**config.mk**
```make
export PLATFORM = sky130hd
export DESIGN_NAME = alpha_blend_clipped_blit_top
export DESIGN_NICKNAME = d
export VERILOG_FILES = /design/src/hdl/abcb_pkg.sv /design/src/hdl/abcb_regs.sv /design/src/hdl/abcb_scan.sv /design/src/hdl/abcb_blend.sv /design/src/hdl/alpha_blend_clipped_blit_top.sv
export SDC_FILE = /design/constraint.sdc
export NUM_CORES = 2
export LEC_CHECK = 0
export BUFFER_PORTS_ARGS = -buffer_cell sky130_fd_sc_hd__buf_2
export CAP_MARGIN = 20
export CORE_MARGIN = 1
export CORE_UTILIZATION = 45
export CTS_CLUSTER_DIAMETER = 100
export CTS_CLUSTER_SIZE = 28
export DETAILED_ROUTE_END_ITERATION = 7
export GPL_ROUTABILITY_DRIVEN = 0
export PLACE_DENSITY = 0.64
export SYNTH_ARGS = -nofsm -noshare
export SYNTH_HDL_FRONTEND = slang
export SYNTH_SLANG_ARGS = --single-unit
export TNS_END_PERCENT = 20
```
**constraint.sdc**
```tcl
create_clock -name i_clk -period 8.7 [get_ports i_clk]
set_input_delay 0.87 -clock i_clk [delete_from_list [all_inputs] [get_ports i_clk]]
set_output_delay 0.87 -clock i_clk [all_outputs]
set_load 0.005 [all_outputs]
```
**src/hdl/abcb_pkg.sv**
```systemverilog
package abcb_pkg;

    // Register indexes on the configuration port.
    localparam logic [2:0] REG_DEST_WIDTH    = 3'd0;
    localparam logic [2:0] REG_DEST_HEIGHT   = 3'd1;
    localparam logic [2:0] REG_DEST_STRIDE   = 3'd2;
    localparam logic [2:0] REG_SOURCE_WIDTH  = 3'd3;
    localparam logic [2:0] REG_SOURCE_HEIGHT = 3'd4;
    localparam logic [2:0] REG_OFFSET_X      = 3'd5;
    localparam logic [2:0] REG_OFFSET_Y      = 3'd6;

    // Register reset values.
    localparam logic [12:0] RST_DEST_WIDTH    = 13'd640;
    localparam logic [12:0] RST_DEST_HEIGHT   = 13'd480;
    localparam logic [12:0] RST_DEST_STRIDE   = 13'd640;
    localparam logic [12:0] RST_SOURCE_WIDTH  = 13'd1;
    localparam logic [12:0] RST_SOURCE_HEIGHT = 13'd1;
    localparam logic [12:0] RST_OFFSET_ZERO   = 13'd0;

    // Largest source size that the 12-bit counters can walk.
    localparam int CNT_LIMIT = 4096;

    // Full set of configuration registers. Offsets are two's complement.
    typedef struct packed {
        logic [12:0] dest_width;
        logic [12:0] dest_height;
        logic [12:0] dest_stride;
        logic [12:0] source_width;
        logic [12:0] source_height;
        logic [12:0] offset_x;
        logic [12:0] offset_y;
    } t_cfg;

    // Destination position of the current pixel and its end-of-rectangle flag.
    typedef struct packed {
        logic signed [13:0] x;
        logic signed [13:0] y;
        logic               last;
    } t_pos;

    // Exact floor(v / 255) for v up to 255 * 255.
    function automatic logic [7:0] div255(input logic [15:0] v);
        logic [16:0] t;
        t = 17'(v) + 17'd1 + 17'(v[15:8]);
        return t[15:8];
    endfunction

endpackage

```
**src/hdl/abcb_regs.sv**
```systemverilog
module abcb_regs (
    input  logic               i_clk,
    input  logic               i_rst_n,
    input  logic               i_cfg_we,
    input  logic [2:0]         i_cfg_index,
    input  logic [12:0]        i_cfg_data,
    output abcb_pkg::t_cfg     o_cfg
);

    abcb_pkg::t_cfg r_cfg;

    // Register file; indexes past the last register are ignored.
    always_ff @(posedge i_clk) begin
        if (!i_rst_n) begin
            r_cfg.dest_width    <= abcb_pkg::RST_DEST_WIDTH;
            r_cfg.dest_height   <= abcb_pkg::RST_DEST_HEIGHT;
            r_cfg.dest_stride   <= abcb_pkg::RST_DEST_STRIDE;
            r_cfg.source_width  <= abcb_pkg::RST_SOURCE_WIDTH;
            r_cfg.source_height <= abcb_pkg::RST_SOURCE_HEIGHT;
            r_cfg.offset_x      <= abcb_pkg::RST_OFFSET_ZERO;
            r_cfg.offset_y      <= abcb_pkg::RST_OFFSET_ZERO;
        end else if (i_cfg_we) begin
            unique case (i_cfg_index)
                abcb_pkg::REG_DEST_WIDTH:    r_cfg.dest_width    <= i_cfg_data;
                abcb_pkg::REG_DEST_HEIGHT:   r_cfg.dest_height   <= i_cfg_data;
                abcb_pkg::REG_DEST_STRIDE:   r_cfg.dest_stride   <= i_cfg_data;
                abcb_pkg::REG_SOURCE_WIDTH:  r_cfg.source_width  <= i_cfg_data;
                abcb_pkg::REG_SOURCE_HEIGHT: r_cfg.source_height <= i_cfg_data;
                abcb_pkg::REG_OFFSET_X:      r_cfg.offset_x      <= i_cfg_data;
                abcb_pkg::REG_OFFSET_Y:      r_cfg.offset_y      <= i_cfg_data;
                default: begin
                end
            endcase
        end
    end

    assign o_cfg = r_cfg;

endmodule

```
**src/hdl/abcb_scan.sv**
```systemverilog
module abcb_scan #(
    parameter int MAX_DIM = 4096
) (
    input  logic               i_clk,
    input  logic               i_rst_n,
    input  logic               i_advance,
    input  abcb_pkg::t_cfg     i_cfg,
    output abcb_pkg::t_pos     o_pos
);

    localparam int LIM = (MAX_DIM < abcb_pkg::CNT_LIMIT) ? MAX_DIM : abcb_pkg::CNT_LIMIT;
    localparam logic [12:0] LIM_W = 13'(LIM);

    logic [11:0] r_col, r_row;
    logic [11:0] n_col, n_row;
    logic [12:0] sw, sh;
    logic        col_end, row_end;

    // Effective source size: zero acts as one, large values clamp to the limit.
    always_comb begin
        if (i_cfg.source_width == 13'd0) begin
            sw = 13'd1;
        end else if (i_cfg.source_width > LIM_W) begin
            sw = LIM_W;
        end else begin
            sw = i_cfg.source_width;
        end
        if (i_cfg.source_height == 13'd0) begin
            sh = 13'd1;
        end else if (i_cfg.source_height > LIM_W) begin
            sh = LIM_W;
        end else begin
            sh = i_cfg.source_height;
        end
    end

    assign col_end = (13'(r_col) + 13'd1) >= sw;
    assign row_end = (13'(r_row) + 13'd1) >= sh;

    // Raster walk over the source rectangle.
    always_comb begin
        n_col = r_col;
        n_row = r_row;
        if (i_advance) begin
            if (col_end) begin
                n_col = 12'd0;
                n_row = row_end ? 12'd0 : r_row + 12'd1;
            end else begin
                n_col = r_col + 12'd1;
            end
        end
    end

    always_ff @(posedge i_clk) begin
        if (!i_rst_n) begin
            r_col <= 12'd0;
            r_row <= 12'd0;
        end else begin
            r_col <= n_col;
            r_row <= n_row;
        end
    end

    // Destination position of the current pixel.
    assign o_pos.x    = 14'($signed(i_cfg.offset_x)) + $signed({2'b00, r_col});
    assign o_pos.y    = 14'($signed(i_cfg.offset_y)) + $signed({2'b00, r_row});
    assign o_pos.last = col_end && row_end;

endmodule

```
**src/hdl/abcb_blend.sv**
```systemverilog
module abcb_blend (
    input  logic [31:0]        i_source_pixel,
    input  logic [31:0]        i_dest_pixel,
    input  abcb_pkg::t_pos     i_pos,
    input  abcb_pkg::t_cfg     i_cfg,
    output logic               o_write_enable,
    output logic [23:0]        o_dest_address,
    output logic [23:0]        o_blended_value
);

    logic [7:0]  alpha, alpha_inv;
    logic        in_bounds;
    logic [25:0] row_base;
    logic [15:0] sum_r, sum_g, sum_b;
    logic [23:0] addr, value;

    assign alpha     = i_source_pixel[31:24];
    assign alpha_inv = 8'd255 - alpha;

    // Clip against the destination surface.
    assign in_bounds = !i_pos.x[13] && !i_pos.y[13] &&
                       (i_pos.x[12:0] < i_cfg.dest_width) &&
                       (i_pos.y[12:0] < i_cfg.dest_height);

    assign o_write_enable = in_bounds && (alpha != 8'd0);

    // Linear address, wrapped to 24 bits.
    assign row_base = 26'(i_pos.y[12:0]) * 26'(i_cfg.dest_stride);
    assign addr     = row_base[23:0] + 24'(i_pos.x[12:0]);

    // Per-channel blend; full alpha reduces to the source channel exactly.
    assign sum_r = 16'(i_source_pixel[23:16]) * 16'(alpha) +
                   16'(i_dest_pixel[23:16]) * 16'(alpha_inv);
    assign sum_g = 16'(i_source_pixel[15:8]) * 16'(alpha) +
                   16'(i_dest_pixel[15:8]) * 16'(alpha_inv);
    assign sum_b = 16'(i_source_pixel[7:0]) * 16'(alpha) +
                   16'(i_dest_pixel[7:0]) * 16'(alpha_inv);
    assign value = {abcb_pkg::div255(sum_r), abcb_pkg::div255(sum_g),
                    abcb_pkg::div255(sum_b)};

    // Address and value read as zero when nothing is written.
    assign o_dest_address  = o_write_enable ? addr  : 24'd0;
    assign o_blended_value = o_write_enable ? value : 24'd0;

endmodule

```
**src/hdl/alpha_blend_clipped_blit_top.sv**
```systemverilog
// An accepted word waits in the input register, moves on into the output
// register once that is free, and is taken from there. Throughput: one
// pixel per cycle while the output side is ready; the input register feeds
// the blend and address logic, whose result lands in the output register.
// Reset (synchronous, active low): registers return to their defaults, the
// scan counters to zero, and both pipeline stages are emptied.
module alpha_blend_clipped_blit_top #(
    parameter int MAX_DIM = 4096
) (
    input  logic        i_clk,
    input  logic        i_rst_n,
    input  logic        i_cfg_we,
    input  logic [2:0]  i_cfg_index,
    input  logic [12:0] i_cfg_data,
    input  logic        i_in_valid,
    output logic        o_in_ready,
    input  logic [31:0] i_source_pixel,
    input  logic [31:0] i_dest_pixel,
    output logic        o_out_valid,
    input  logic        i_out_ready,
    output logic        o_write_enable,
    output logic [23:0] o_dest_address,
    output logic [23:0] o_blended_value,
    output logic        o_last_pixel
);

    abcb_pkg::t_cfg cfg;
    abcb_pkg::t_pos pos;

    logic        in_accept, s1_move, out_free;
    logic        r_s1_valid, r_out_valid;
    logic [31:0] r_s1_src, r_s1_dst;
    abcb_pkg::t_pos r_s1_pos;
    logic        blk_we;
    logic [23:0] blk_addr, blk_value;
    logic        r_we, r_last;
    logic [23:0] r_addr, r_value;

    abcb_regs u_regs (
        .i_clk       (i_clk),
        .i_rst_n     (i_rst_n),
        .i_cfg_we    (i_cfg_we),
        .i_cfg_index (i_cfg_index),
        .i_cfg_data  (i_cfg_data),
        .o_cfg       (cfg)
    );

    abcb_scan #(.MAX_DIM(MAX_DIM)) u_scan (
        .i_clk     (i_clk),
        .i_rst_n   (i_rst_n),
        .i_advance (in_accept),
        .i_cfg     (cfg),
        .o_pos     (pos)
    );

    // Handshake: each stage moves when the one after it is free.
    assign out_free   = !r_out_valid || i_out_ready;
    assign s1_move    = r_s1_valid && out_free;
    assign o_in_ready = !r_s1_valid || out_free;
    assign in_accept  = i_in_valid && o_in_ready;

    // Input register.
    always_ff @(posedge i_clk) begin
        if (!i_rst_n) begin
            r_s1_valid <= 1'b0;
        end else if (o_in_ready) begin
            r_s1_valid <= i_in_valid;
        end
    end

    always_ff @(posedge i_clk) begin
        if (in_accept) begin
            r_s1_src <= i_source_pixel;
            r_s1_dst <= i_dest_pixel;
            r_s1_pos <= pos;
        end
    end

    abcb_blend u_blend (
        .i_source_pixel  (r_s1_src),
        .i_dest_pixel    (r_s1_dst),
        .i_pos           (r_s1_pos),
        .i_cfg           (cfg),
        .o_write_enable  (blk_we),
        .o_dest_address  (blk_addr),
        .o_blended_value (blk_value)
    );

    // Output register.
    always_ff @(posedge i_clk) begin
        if (!i_rst_n) begin
            r_out_valid <= 1'b0;
        end else if (out_free) begin
            r_out_valid <= r_s1_valid;
        end
    end

    always_ff @(posedge i_clk) begin
        if (s1_move) begin
            r_we    <= blk_we;
            r_addr  <= blk_addr;
            r_value <= blk_value;
            r_last  <= r_s1_pos.last;
        end
    end

    assign o_out_valid     = r_out_valid;
    assign o_write_enable  = r_we;
    assign o_dest_address  = r_addr;
    assign o_blended_value = r_value;
    assign o_last_pixel    = r_last;

`ifndef SYNTHESIS
    // A word without a write carries zero address and value.
    a_nowrite_zero: assert property (@(posedge i_clk) disable iff (!i_rst_n)
        (o_out_valid && !o_write_enable) |-> (o_dest_address == 24'd0 &&
                                              o_blended_value == 24'd0))
        else $error("non-write word carries nonzero payload");

    // A filled input stage always drains into an empty output register.
    a_s1_drains: assert property (@(posedge i_clk) disable iff (!i_rst_n)
        (r_s1_valid && !r_out_valid) |=> r_out_valid)
        else $error("input stage failed to drain into empty output");

    // Reset leaves the output empty.
    a_reset_empty: assert property (@(posedge i_clk)
        !i_rst_n |=> !o_out_valid)
        else $error("output valid right after reset");
`endif

endmodule

```
==> run metrics <==
# DRC=0; clock period minus worst slack=between 8000 and 9000 ps; asr flop ratio synth=0%; TNS Setup=0 ps; RSZ-0062 raised after global routing=no; fraction of layout cells with a size suffix above 1=between 6 and 7%; Post-Route WL=between 70,000 and 80,000 um; clock buffer depth=3; gr usage total=21.3%; grt total ovfl=0; MaxCap Viol Count=0; WP buf/inv=4; Synth area leaders=fa_1, ha_1, edfxtp_1; Unique masters post-synth=94; Root Buffer=clkbuf_16; delay-heaviest family, CP=adder cells; slowest CP cell=edfxtp_1; period utilization=93.7%; first-pass GRT wire length=between 100,000 and 150,000 um; largest net degree at the start of global routing=just over 80; Fin. Hold Viols=0; insertion delay to the later sink of the worst-skew pair=590 ps; cts bufs inserted=21; CP max FO=19; CTS sink count=about 250; HPWL Detailed=between 50,000 and 60,000 um; Worst slew margin=around 28%; top cells by count, synth=inv_1, nand2_1, fa_1, ha_1, and2_1; area of the core=70,300 um^2; max frequency=123 MHz; ys flop type=edfxtp_1; Initial Utilization=between 40% and 50%; most frequent CP cell=fa_1; CTS Hold Bufs=0; Clock transition at path regs=110 ps; EDFF count, synth=about 140; Syn Area/Cell=9.21 um^2; clk_skew=~44 ps; vias in the first global route=23,800; post-synth top area share=26.2%; Synth Register Bits=252; # rows=between 90 and 100; total die area=72,300 um^2; DR vias/cell=5.14; Slew Limit Fails=0; port buffer count=128; chip width=269 um; drt wl/cell=between 15 and 20 um; worst endpoint required time=~9000 ps; crit end category=register; YS warnings=0; antenna-violating nets left=0; PostCTS Resize Cnt=0; Area Overhead vs Synth=7.75%; CP Class=reg -> reg; final setup violation count=0; vias after detailed routing=approximately 23,000; setup bufs post-CTS=0; WP data arrival=8480 ps; Mapped Area=roughly 32,000 um^2; Die Span Y=269 um; nets=4,399; First DRT Iteration DRCs=approximately 1,100; CTS H-tree depth=1; initial antenna violation count=6; sequential cell area fraction in the yosys report=about a fifth; CTS tree=yes; IO Pins=137; Mapped Cells=approximately 3,500; status=finished, final reports clean; Yosys top cell by area=fa_1; most common cell in the synthesized netlist=inv_1; CP Launch Type=register; Hold Path Class=in -> reg; Slew @ Worst Pin=1080 ps; Pre-antenna DRT Iters=7; CP max stage delay=790 ps
==> logic make-up after synthesis <==
group	after synthesis	share of synthesized area (%)
muxes	10	0.316
DFF	252	20.0
other	1	0.0117
and+or+nand+nor	1181	18.6
AOI/OAI and AO/OA	390	8.71
xor gates and xnor gates	119	3.41
buffers and inverters	746	8.76
adders and majority gates	779	40.2
==> stage by stage <==
stage / instances / hold WS, ps / setup slack (ps) / area (um^2) / util (%)
after floorplan: 3480 / 400 / 958 / 32000 / -
after global placement: 4451 / 454 / 573 / 33600 / 47.9
after detailed placement: 4451 / 459 / 509 / 33600 / 47.9
after CTS: 4489 / 420 / 452 / 34500 / 49.1
after global routing: 4492 / 434 / 43.9 / 34500 / 49.1
final: 4492 / 465 / 544 / 34500 / 49.1
==> worst paths after layout <==
| path | start | endpoint | cells after the start | slack, ps |
|---|---|---|---|---|
| worst max register to register | r_s1_src[26] | o_blended_value[5] | 26 | 540 |
| worst max-delay path | r_s1_src[26] | o_blended_value[5] | 26 | 540 |
| worst min register to register | u_regs.o_cfg[68] | u_regs.o_cfg[68] | 2 | 470 |
| worst min-delay path | i_source_pixel[6] | r_s1_src[6] | 1 | 470 |
==> routing by layer <==
layer  track usage, %  part of all wire [%]
met1             26.7                    43
met2             39.1                    51
met3             2.19                   3.4
met4             5.11                   2.4
met5                0                 0.051
==> layout make-up <==
class	count	area [um^2]
antenna	1	2.50
clock buffer	22	529
clock inverter	16	323
fill	6720	35700
inverter	623	2340
multi-input combinational	2482	22900
sequential	252	6400
tap	940	1180
timing repair buffer	156	891
==> placed cells by master (no fill, tap or decap), drive strengths merged, types with 23 or more instances in the layout <==
cell type	n
nand2	463
xor2	39
nand3	65
ha	359
xnor2	78
dfxtp	117
a21oi	69
nand2b	88
edfxtp	135
a21o	33
nor3	27
inv	630
o21ai	68
o21a	23
and2	173
nor2	109
nor2b	144
a21boi	90
buf	156
fa	419
==> registers in the layout, indices dropped and copies added, names as in the netlist <==
name and count:
o_blended_value 24, o_dest_address 24, o_last_pixel 1, o_out_valid 1, o_write_enable 1, r_s1_dst 24, r_s1_pos 29, r_s1_src 32
r_s1_valid 1, u_regs.o_cfg 91, u_scan.r_col 12, u_scan.r_row 12
Power is left out: the tool's default activity adds up to more than one toggle a clock period on the data nets, which glitch-free logic cannot reach.
